**config.mk**
```make
export PLATFORM = sky130hd
export DESIGN_NAME = cla_cell
export DESIGN_NICKNAME = d
export VERILOG_FILES = /design/src/cla_pkg.sv /design/src/cla_cell.sv
export SDC_FILE = /design/constraint.sdc
export NUM_CORES = 1
export LEC_CHECK = 0
export BUFFER_PORTS_ARGS = -buffer_cell sky130_fd_sc_hd__buf_2
export CAP_MARGIN = 10
export CORE_UTILIZATION = 40
export DETAILED_ROUTE_END_ITERATION = 16
export PLACE_DENSITY = 0.73
export SLEW_MARGIN = 40
export SYNTH_ARGS = -nofsm -noshare
export SYNTH_HDL_FRONTEND = slang
export SYNTH_SLANG_ARGS = --single-unit
```
**constraint.sdc**
```tcl
create_clock -name clock -period 1.3 [get_ports clock]
set_input_delay 0.26 -clock clock [delete_from_list [all_inputs] [get_ports clock]]
set_output_delay 0.26 -clock clock [all_outputs]
set_load 0.02 [all_outputs]
```
**src/cla_pkg.sv**
```systemverilog
`timescale 1ns / 1ps
// ----------------------------------------------------------------------------
// cla_pkg
// Shared types and constants for the comment lane allocator.
// ----------------------------------------------------------------------------
package cla_pkg;

   localparam int DEF_MAX_LANES = 32;

   // time widths
   localparam int TIME_W = 33;
   localparam int OUT_W  = 32;

   // timing constants in milliseconds
   localparam logic [12:0] STATIC_DUR_MS  = 13'd4200;
   localparam logic [10:0] STATIC_WAIT_MS = 11'd1800;
   localparam logic [8:0]  SCROLL_WAIT_MS = 9'd300;
   localparam logic [14:0] SCROLL_MIN_MS  = 15'd2200;
   localparam logic [14:0] SCROLL_MAX_MS  = 15'd22000;

   // comment kinds
   localparam logic [1:0] KIND_SCROLL  = 2'd0;
   localparam logic [1:0] KIND_TOP     = 2'd1;
   localparam logic [1:0] KIND_BOTTOM  = 2'd2;
   localparam logic [1:0] KIND_SCROLL2 = 2'd3;

   // register indexes
   localparam logic [2:0] REG_OFFSET   = 3'd0;
   localparam logic [2:0] REG_LANES    = 3'd1;
   localparam logic [2:0] REG_HIDE     = 3'd2;
   localparam logic [2:0] REG_MSPP     = 3'd3;
   localparam logic [2:0] REG_BASEDIST = 3'd4;
   localparam logic [2:0] REG_GAPPAD   = 3'd5;

   // free times of one lane for all three kinds
   typedef struct packed {
      logic [TIME_W-1:0] scroll;
      logic [TIME_W-1:0] top;
      logic [TIME_W-1:0] bottom;
   } lane_times_type;

endpackage

```
**src/cla_cell.sv**
```systemverilog
`timescale 1ns / 1ps
// ----------------------------------------------------------------------------
// cla_cell
// One lane of the ring: holds the free times and passes them on when shifting.
// ----------------------------------------------------------------------------
module cla_cell (
   input  logic                    clock,
   input  logic                    reset,
   input  logic                    shift_en,
   input  cla_pkg::lane_times_type din,
   output cla_pkg::lane_times_type dout
);
   import cla_pkg::*;

   lane_times_type times_ff;
   lane_times_type times_in;

   // take the neighbour's times on a shift
   always_comb begin
      times_in = times_ff;
      if (shift_en) begin
         times_in = din;
      end
   end

   always_ff @(posedge clock) begin
      if (reset) begin
         times_ff <= '0;
      end else begin
         times_ff <= times_in;
      end
   end

   assign dout = times_ff;

endmodule

```
==> flow_summary.yaml <==
outcome:
  status: "finished, final reports clean"
logic_synthesis:
  syn_area_um2: 3483
  netlist.area_leader.share: 0.5690
  ys_warn_count: 0
  synth_nets: 421
  ys_top_cells_by_area: "dfxtp_1 57%, mux2i_1 28%, nor2_1 11%"
  async_reset_ff_frac: 0
  synth_edf_count: 0
  yosysTopAreaCell: "dfxtp_1"
  postSynthCellCount: 319
  synth_flop_cell: "dfxtp_1"
  synth_seq_area_share: 0.5690
  synth_commonest_cells: "99 x dfxtp_1, 99 x mux2i_1, 99 x nor2_1"
  postSynthAreaPerCell_um2: 10.92
  ys_ff_latch: 99
  ys_types: 8
die:
  start_util: 0.4176
  die_x_um: 95.32
  core_area_um2: 8341
  die_y_um: 95.32
  pin_count: 201
  die_area_um2: 9086
  rows: 33
clocking:
  cts_resized: 0
  path_clk_slew_ns: 0.09
  root_buffer: "clkbuf_8"
  cts_tree: "yes"
  h-tree-depth: 3
  cts_setup_buffers: 0
  cts_buffers: 9
  clock_latency_ns: 0.34
  cts.path.max_buffers: 2
  hold_buffers: 0
  clock_sink_count: 99
power_and_ir_drop:
  cellLeakagePower_nw: 2.625
  ir_drop_uv: 570.0
  p_per_area_nw_per_um2: 1270
  power_mw: 6.059
critical_path:
  endpoint_kind: "primary output"
  cp_data_required_time_ns: 1.04
  worstSetupPathType: "reg2out"
  arrival_ns: 0.89
  r2r-start: "dout[47]"
  reg2reg_slack_ns: 0.65
  worstReg2RegEnd: "dout[47]"
  crit_family: "flip-flops"
  crit_slowest_cell: "dfxtp_1"
  crit_end: "dout[51]"
  cp_num_buf_inv: 1
  cp.depth: 1
  path_cells: "buf_2"
  reg2reg_depth: 2
  cpPeakStageDelay_ns: 0.37
  cp_max_fo: 2
  critPathLaunch: "dout[51]"
  critPathLaunchType: "register"
timing:
  fin_crit_sh: 0.8866
  rsz0062_at_grt: "no"
  fin_crit_ns: 1.153
  finalMaxSlewViolations: 0
  clock_skew_ns: 0
  setup_violations: 0
  worstMarginPinSlew_ns: 0.2969
  fin_setup_tns_ns: 0
  finalHoldViolCount: 0
  fmax_mhz: 867.6
  max_slew_margin: 0.8020
final_layout:
  largest_reg_flops: 99
  finish.utilization: 0.5720
  antenna_cells: 0
  nNetsFinal: 617
  fin_area_um2: 4771
  syn_to_final_growth_pct: 36.96
  layout-drive-gt1-share: 0.4277
drt:
  first_pass_iters: 4
  drtIter0Drc: 56
  vias: 2877
  drt-total-wl_mm: 7.810
  postRouteAntennaNets: 0
  routed_via_density: 4.611
  wire_per_inst_um: 12.52
  drc_errors: 0
placed_design:
  place_congestion: 0.7023
  portBuffers: 200
  dp_hpwl_mm: 5.838
  place_area_um2: 4594
global_route:
  overflow: 0
  grt_pass1_vias: 2771
  grt_pass1_wl_mm: 11.92
  grt_usage: 0.1713
  antenna_found_initial: 0
  grt_max_degree: 47
min_path:
  min_path_type: "in2reg"
job:
  drv_cap: 0
[worst register-to-register path, stage by stage (launching register included)]
cell,delay [ns]
dfxtp_1,0.33
mux2i_1,0.15
nor2_1,0.06
[where the power goes]
group          internal [mW]  switching [mW]  total (mW)
combinational          0.436           0.560       0.995
clock                  0.748            1.02        1.77
sequential              3.21          0.0854        3.30
[cell families after synthesis]
kind of cell / count (synthesis) / synth area share
buf+inv: 22 / 0.03987
flops: 99 / 0.5690
mux: 99 / 0.2845
simple gates: 99 / 0.1067
[how the worst min path moves through the flow]
| stage | startpoint | to | depth (start not counted) |
|---|---|---|---|
| global route | din[82] | dout[82] | 3 |
| detailed placement | dout[2] | dout[2] | 2 |
| global placement | dout[87] | dout[87] | 2 |
| floorplan | din[0] | dout[0] | 2 |
| CTS | din[43] | dout[43] | 3 |
| finish | din[43] | dout[43] | 3 |
[metrics by stage]
stage	cells	hold slack [ns]	worst slack, ns
5_1_grt	624	0.1169	0.09577
6_report	624	0.1361	0.1474
4_1_cts	624	0.1220	0.1271
3_5_place_dp	609	0.4762	0.1224
2_1_floorplan	319	0.4072	0.2691
3_3_place_gp	609	0.4670	0.1751
[cell type report]
class | count | area (um^2)
clock buffers | 10 | 137.6
clock inverters | 5 | 38.79
fillers | 767 | 3570
multi-input cells | 198 | 1363
flip-flops and latches | 99 | 1982
well taps | 105 | 131.4
repair buffers | 207 | 1119
[cells in the final DEF (no fill, tap or decap), drive strengths merged]
cell	instances
clkinv	3
clkinvlp	1
inv	1
nor2	99
mux2i	99
clkbuf	10
buf	207
dfxtp	99
[per-layer routing]
layer	routed length [um]	vias up	GRT usage
met3	886	11	0.07895
li1	-	1446	-
met2	3722	131	0.3030
met1	3085	1289	0.1754
met5	0	-	0
met4	116	0	0.06439
(Power assumes the default switching activity.)
