### src/cla_pkg.sv
`timescale 1ns / 1ps
// ----------------------------------------------------------------------------
// cla_pkg
// Shared types and constants for the comment lane allocator.
// ----------------------------------------------------------------------------
package cla_pkg;

   localparam int DEF_MAX_LANES = 32;

   // time widths
   localparam int TIME_W = 33;
   localparam int OUT_W  = 32;

   // timing constants in milliseconds
   localparam logic [12:0] STATIC_DUR_MS  = 13'd4200;
   localparam logic [10:0] STATIC_WAIT_MS = 11'd1800;
   localparam logic [8:0]  SCROLL_WAIT_MS = 9'd300;
   localparam logic [14:0] SCROLL_MIN_MS  = 15'd2200;
   localparam logic [14:0] SCROLL_MAX_MS  = 15'd22000;

   // comment kinds
   localparam logic [1:0] KIND_SCROLL  = 2'd0;
   localparam logic [1:0] KIND_TOP     = 2'd1;
   localparam logic [1:0] KIND_BOTTOM  = 2'd2;
   localparam logic [1:0] KIND_SCROLL2 = 2'd3;

   // register indexes
   localparam logic [2:0] REG_OFFSET   = 3'd0;
   localparam logic [2:0] REG_LANES    = 3'd1;
   localparam logic [2:0] REG_HIDE     = 3'd2;
   localparam logic [2:0] REG_MSPP     = 3'd3;
   localparam logic [2:0] REG_BASEDIST = 3'd4;
   localparam logic [2:0] REG_GAPPAD   = 3'd5;

   // free times of one lane for all three kinds
   typedef struct packed {
      logic [TIME_W-1:0] scroll;
      logic [TIME_W-1:0] top;
      logic [TIME_W-1:0] bottom;
   } lane_times_type;

endpackage

### src/cla_scroll_math.sv
`timescale 1ns / 1ps
// ----------------------------------------------------------------------------
// cla_scroll_math
// Scroll duration and lane gap from pixel distances and Q16 speed.
// ----------------------------------------------------------------------------
module cla_scroll_math (
   input  logic        clock,
   input  logic [13:0] width_px,
   input  logic [22:0] ms_per_pixel_q16,
   input  logic [13:0] base_distance_px,
   input  logic [9:0]  gap_padding_px,
   output logic [14:0] dur_ms,
   output logic [21:0] gap_ms
);
   import cla_pkg::*;

   logic [37:0] dur_prod_ff, dur_prod_in;
   logic [37:0] gap_prod_ff, gap_prod_in;
   logic [38:0] dur_round;
   logic [38:0] gap_round;
   logic [22:0] dur_raw;

   // distance times speed, registered
   always_comb begin
      dur_prod_in = ({1'b0, base_distance_px} + {1'b0, width_px}) * ms_per_pixel_q16;
      gap_prod_in = ({1'b0, width_px} + {5'd0, gap_padding_px}) * ms_per_pixel_q16;
   end

   always_ff @(posedge clock) begin
      dur_prod_ff <= dur_prod_in;
      gap_prod_ff <= gap_prod_in;
   end

   // rounding and clamp
   always_comb begin
      dur_round = {1'b0, dur_prod_ff} + 39'd32768;
      gap_round = {1'b0, gap_prod_ff} + 39'd65535;
      dur_raw   = dur_round[38:16];
      if (dur_raw < {8'd0, SCROLL_MIN_MS}) begin
         dur_ms = SCROLL_MIN_MS;
      end else if (dur_raw > {8'd0, SCROLL_MAX_MS}) begin
         dur_ms = SCROLL_MAX_MS;
      end else begin
         dur_ms = dur_raw[14:0];
      end
      gap_ms = gap_round[37:16];
   end

endmodule

### config.mk
export PLATFORM = sky130hd
export DESIGN_NAME = cla_scroll_math
export DESIGN_NICKNAME = d
export VERILOG_FILES = /design/src/cla_pkg.sv /design/src/cla_scroll_math.sv
export SDC_FILE = /design/constraint.sdc
export NUM_CORES = 2
export LEC_CHECK = 0
export ABC_AREA = 0
export BUFFER_PORTS_ARGS = -buffer_cell sky130_fd_sc_hd__buf_2
export CAP_MARGIN = 20
export CORE_ASPECT_RATIO = 0.6
export CORE_MARGIN = 4
export CORE_UTILIZATION = 40
export CTS_BUF_LIST = sky130_fd_sc_hd__clkbuf_2 sky130_fd_sc_hd__clkbuf_4 sky130_fd_sc_hd__clkbuf_8
export DETAILED_ROUTE_END_ITERATION = 8
export GPL_TIMING_DRIVEN = 0
export PLACE_DENSITY = 0.59
export SLEW_MARGIN = 20
export SYNTH_ARGS = -nofsm -noshare
export SYNTH_HDL_FRONTEND = slang
export SYNTH_SLANG_ARGS = --single-unit
### constraint.sdc
create_clock -name clock -period 9.5 [get_ports clock]
set_clock_uncertainty 0.2 [all_clocks]
set_input_delay 0.95 -clock clock [delete_from_list [all_inputs] [get_ports clock]]
set_output_delay 0.95 -clock clock [all_outputs]
set_load 0.01 [all_outputs]
==> flow_summary.json <==
{
  "crit_path_top_delay_cell": "nor3_4",
  "start_util_pct": 40.74,
  "synth_compound_area_share_pct": 7.177,
  "final_cell_mix": "inv_1, fa_1, nand2_1, and2_1, ha_1",
  "synth_xor_area_share_pct": 3.608,
  "num_rows": 71,
  "synth_cells": 2973,
  "synth-edff-count": 0,
  "timing.final.crit_period_ns": 9.211,
  "dr_total_vias": 20470,
  "place_congestion": 0.9453,
  "synthArstFlopShare_pct": 0,
  "track_usage_pct": 23.27,
  "io_pins": 99,
  "hold_violations": 0,
  "cts_tree": "built",
  "dr.pass1.iters": 5,
  "dp_hpwl_um": 66350,
  "cts_buffers": 9,
  "grt_max_degree": 11,
  "drv_cap": 0,
  "syn-cell-area_mm2": 0.02573,
  "cts.clk_slew.worst_paths_ns": 0.08,
  "rsz0062_at_grt": "yes",
  "layout_commonest_cell": "inv_1",
  "muxShareOfSynthArea_pct": 0.9628,
  "max-slew-margin-rel_pct": 35.30,
  "synth_warnings": 0,
  "ant_nets": 0,
  "worst_pin_slew_ns": 0.9636,
  "layout_setup_ws_ns": 0.2892,
  "clk_path_buf_depth": 2,
  "die-height_um": 204.5,
  "synthAdderAreaFrac_pct": 53.24,
  "io_buffers": 98,
  "required_ns": 9.61,
  "fp.dieW_um": 335.4,
  "antenna_found_initial": 12,
  "cp_common_cell": "fa_1",
  "yosys.area_share.simple_pct": 19.61,
  "synth_top_family_by_area": "adder cells",
  "synth.avg_cell_area_um2": 8.655,
  "crit_arrival_ns": 9.32,
  "drive_above_1_share_pct": 6.567,
  "max_freq_mhz": 108.6,
  "start_kind": "primary input",
  "wl_per_cell_um": 19.63,
  "drt_iter0_markers": 1764,
  "htreeDepth": 3,
  "worstSetupPathType": "primary input to register",
  "worstPathMaxFanout": 10,
  "period_share_pct": 96.96,
  "critPathMaxStageDelay_ns": 0.60,
  "pre_cts_slack_ns": -0.8756,
  "crit_path_end": "gap_prod_ff[36]$_DFF_P_",
  "setup_violations": 0,
  "startpoint": "width_px[1]",
  "cts_root_buffer": "clkbuf_8",
  "synth_seq_area_share_pct": 4.746,
  "drc": 0,
  "synth-seq-cells": 61,
  "status": "finished clean",
  "grt-ovfl-total": 0,
  "slew_viol_final": 0,
  "synth_fp_nets": 3804,
  "seqCellArea_mm2": 0.001221,
  "nets": 3918,
  "yosys.cell_types.count": 83,
  "fillers": 6273,
  "multi_input_area_mm2": 0.02198,
  "ys_dominant_reg_cell": "dfxtp_1",
  "clkSinkCount": 61,
  "grt_pass1_wl_um": 120600,
  "post_drt_via_cell_ratio": 5.205,
  "syn2layout_area_growth_pct": 7.907,
  "cts-hold-fix-buffers": 0,
  "grt_pass1_vias": 20072,
  "dieArea_mm2": 0.06858,
  "worstSetupEndpointType": "register",
  "drt-total-wl_um": 77190,
  "core_mm2": 0.06316,
  "holdCritPathClass": "primary input to register"
}
## cells in the mapped netlist (4+ instances only)
| library cell | instances | area (um^2) |
|---|---|---|
| a21o_1 | 37 | 277.8 |
| mux2i_1 | 18 | 180.2 |
| a211o_1 | 4 | 35.03 |
| nand4_1 | 21 | 131.4 |
| clkbuf_1 | 145 | 544.3 |
| a21oi_1 | 81 | 405.4 |
| and2_1 | 272 | 1702 |
| a21boi_0 | 5 | 37.54 |
| nor4_1 | 9 | 56.30 |
| xnor2_1 | 74 | 648.1 |
| nand2b_1 | 47 | 294.0 |
| a211oi_1 | 12 | 90.09 |
| nor3b_1 | 5 | 37.54 |
| or2_2 | 4 | 25.02 |
| nor3_1 | 22 | 110.1 |
| a31oi_1 | 11 | 68.82 |
| nand2_1 | 457 | 1715 |
| and2b_1 | 5 | 37.54 |
| o21bai_1 | 9 | 67.56 |
| and3_1 | 7 | 43.79 |
| o21ai_1 | 5 | 25.02 |
| nor2_1 | 74 | 277.8 |
| nand3_1 | 34 | 170.2 |
| o31ai_1 | 6 | 45.04 |
| and4_1 | 4 | 35.03 |
| nor2b_1 | 37 | 231.5 |
| ha_1 | 226 | 2828 |
| dfxtp_1 | 61 | 1221 |
| inv_1 | 571 | 2143 |
| fa_1 | 543 | 10870 |
| o211ai_1 | 8 | 60.06 |
| o21ai_0 | 42 | 210.2 |
| xor2_1 | 32 | 280.3 |
| o21a_1 | 6 | 45.04 |
| o2111ai_1 | 4 | 35.03 |
| o22ai_1 | 4 | 25.02 |
| mux2_2 | 6 | 67.56 |
## worst max-delay path, delay by kind of cell
kind	cells	cell delay (ns)
xor gates and xnor gates	1	0.14
buffers and inverters	5	0.97
and+or+nand+nor	7	1.89
AOI/OAI and AO/OA	8	1.88
adders and majority gates	8	3.46
## timing repair
item | 4_1_cts | 5_1_grt
pin swaps | 0 | 7
setup endpoints to repair | 13 | 28
buffers inserted | 0 | 5
resized for setup | 8 | 61
## worst min-delay path by stage
| stage | startpoint | end | cells past startpoint |
|---|---|---|---|
| finish | gap_padding_px[0] | gap_prod_ff[0]$_DFF_P_ | 3 |
| global route | gap_padding_px[0] | gap_prod_ff[0]$_DFF_P_ | 3 |
| CTS | gap_padding_px[0] | gap_prod_ff[0]$_DFF_P_ | 3 |
| detailed placement | gap_padding_px[0] | gap_prod_ff[0]$_DFF_P_ | 3 |
| global placement | gap_padding_px[0] | gap_prod_ff[0]$_DFF_P_ | 3 |
| floorplan | gap_padding_px[0] | gap_prod_ff[0]$_DFF_P_ | 2 |
## sequential cells by signal (all words and copies together), names as in the netlist
signal	count
gap_prod_ff	38
dur_prod_ff	23
## cell type report
type | instances | area share, %
Clock buffer | 11 | 0.5227
Clock inverter | 4 | 0.09013
Multi-Input combinational cell | 2188 | 79.16
Inverter | 572 | 7.733
Sequential cell | 61 | 4.398
Timing Repair Buffer | 103 | 2.037
Tap cell | 839 | 3.781
Buffer | 152 | 2.253
Antenna cell | 3 | 0.02704
## through the flow
step	setup TNS (ns)	util, %	cell area, um^2	std cells	hold slack, ns
detailed placement	-11.08	43.24	27310	3910	1.222
CTS	0	43.57	27520	3925	0.7711
global placement	-14.49	43.18	27270	3910	1.231
global route	-0.05573	43.95	27760	3930	0.7950
floorplan	0	-	25730	2973	1.039
finish	0	43.96	27770	3933	0.7801
## metal layers
| layer | vias up | share of wire, % | track usage (%) |
|---|---|---|---|
| met5 | - | 0.091 | 0 |
| met4 | 12 | 0.92 | 2.375 |
| met3 | 62 | 16 | 10.88 |
| met2 | 955 | 37 | 30.15 |
| met1 | 10149 | 47 | 35.73 |
| li1 | 9292 | - | - |
## kinds of logic after synthesis
logic type               Yosys count
buffers and inverters            724
XOR/XNOR                         106
adder cells (fa/ha/maj)          769
multiplexers                      24
flip-flops                        61
AO/OA/AOI/OAI                    274
AND/OR/NAND/NOR                 1015
Power is not shown: default switching activity piles up to over one toggle a cycle in this logic, so the estimate is an artifact.
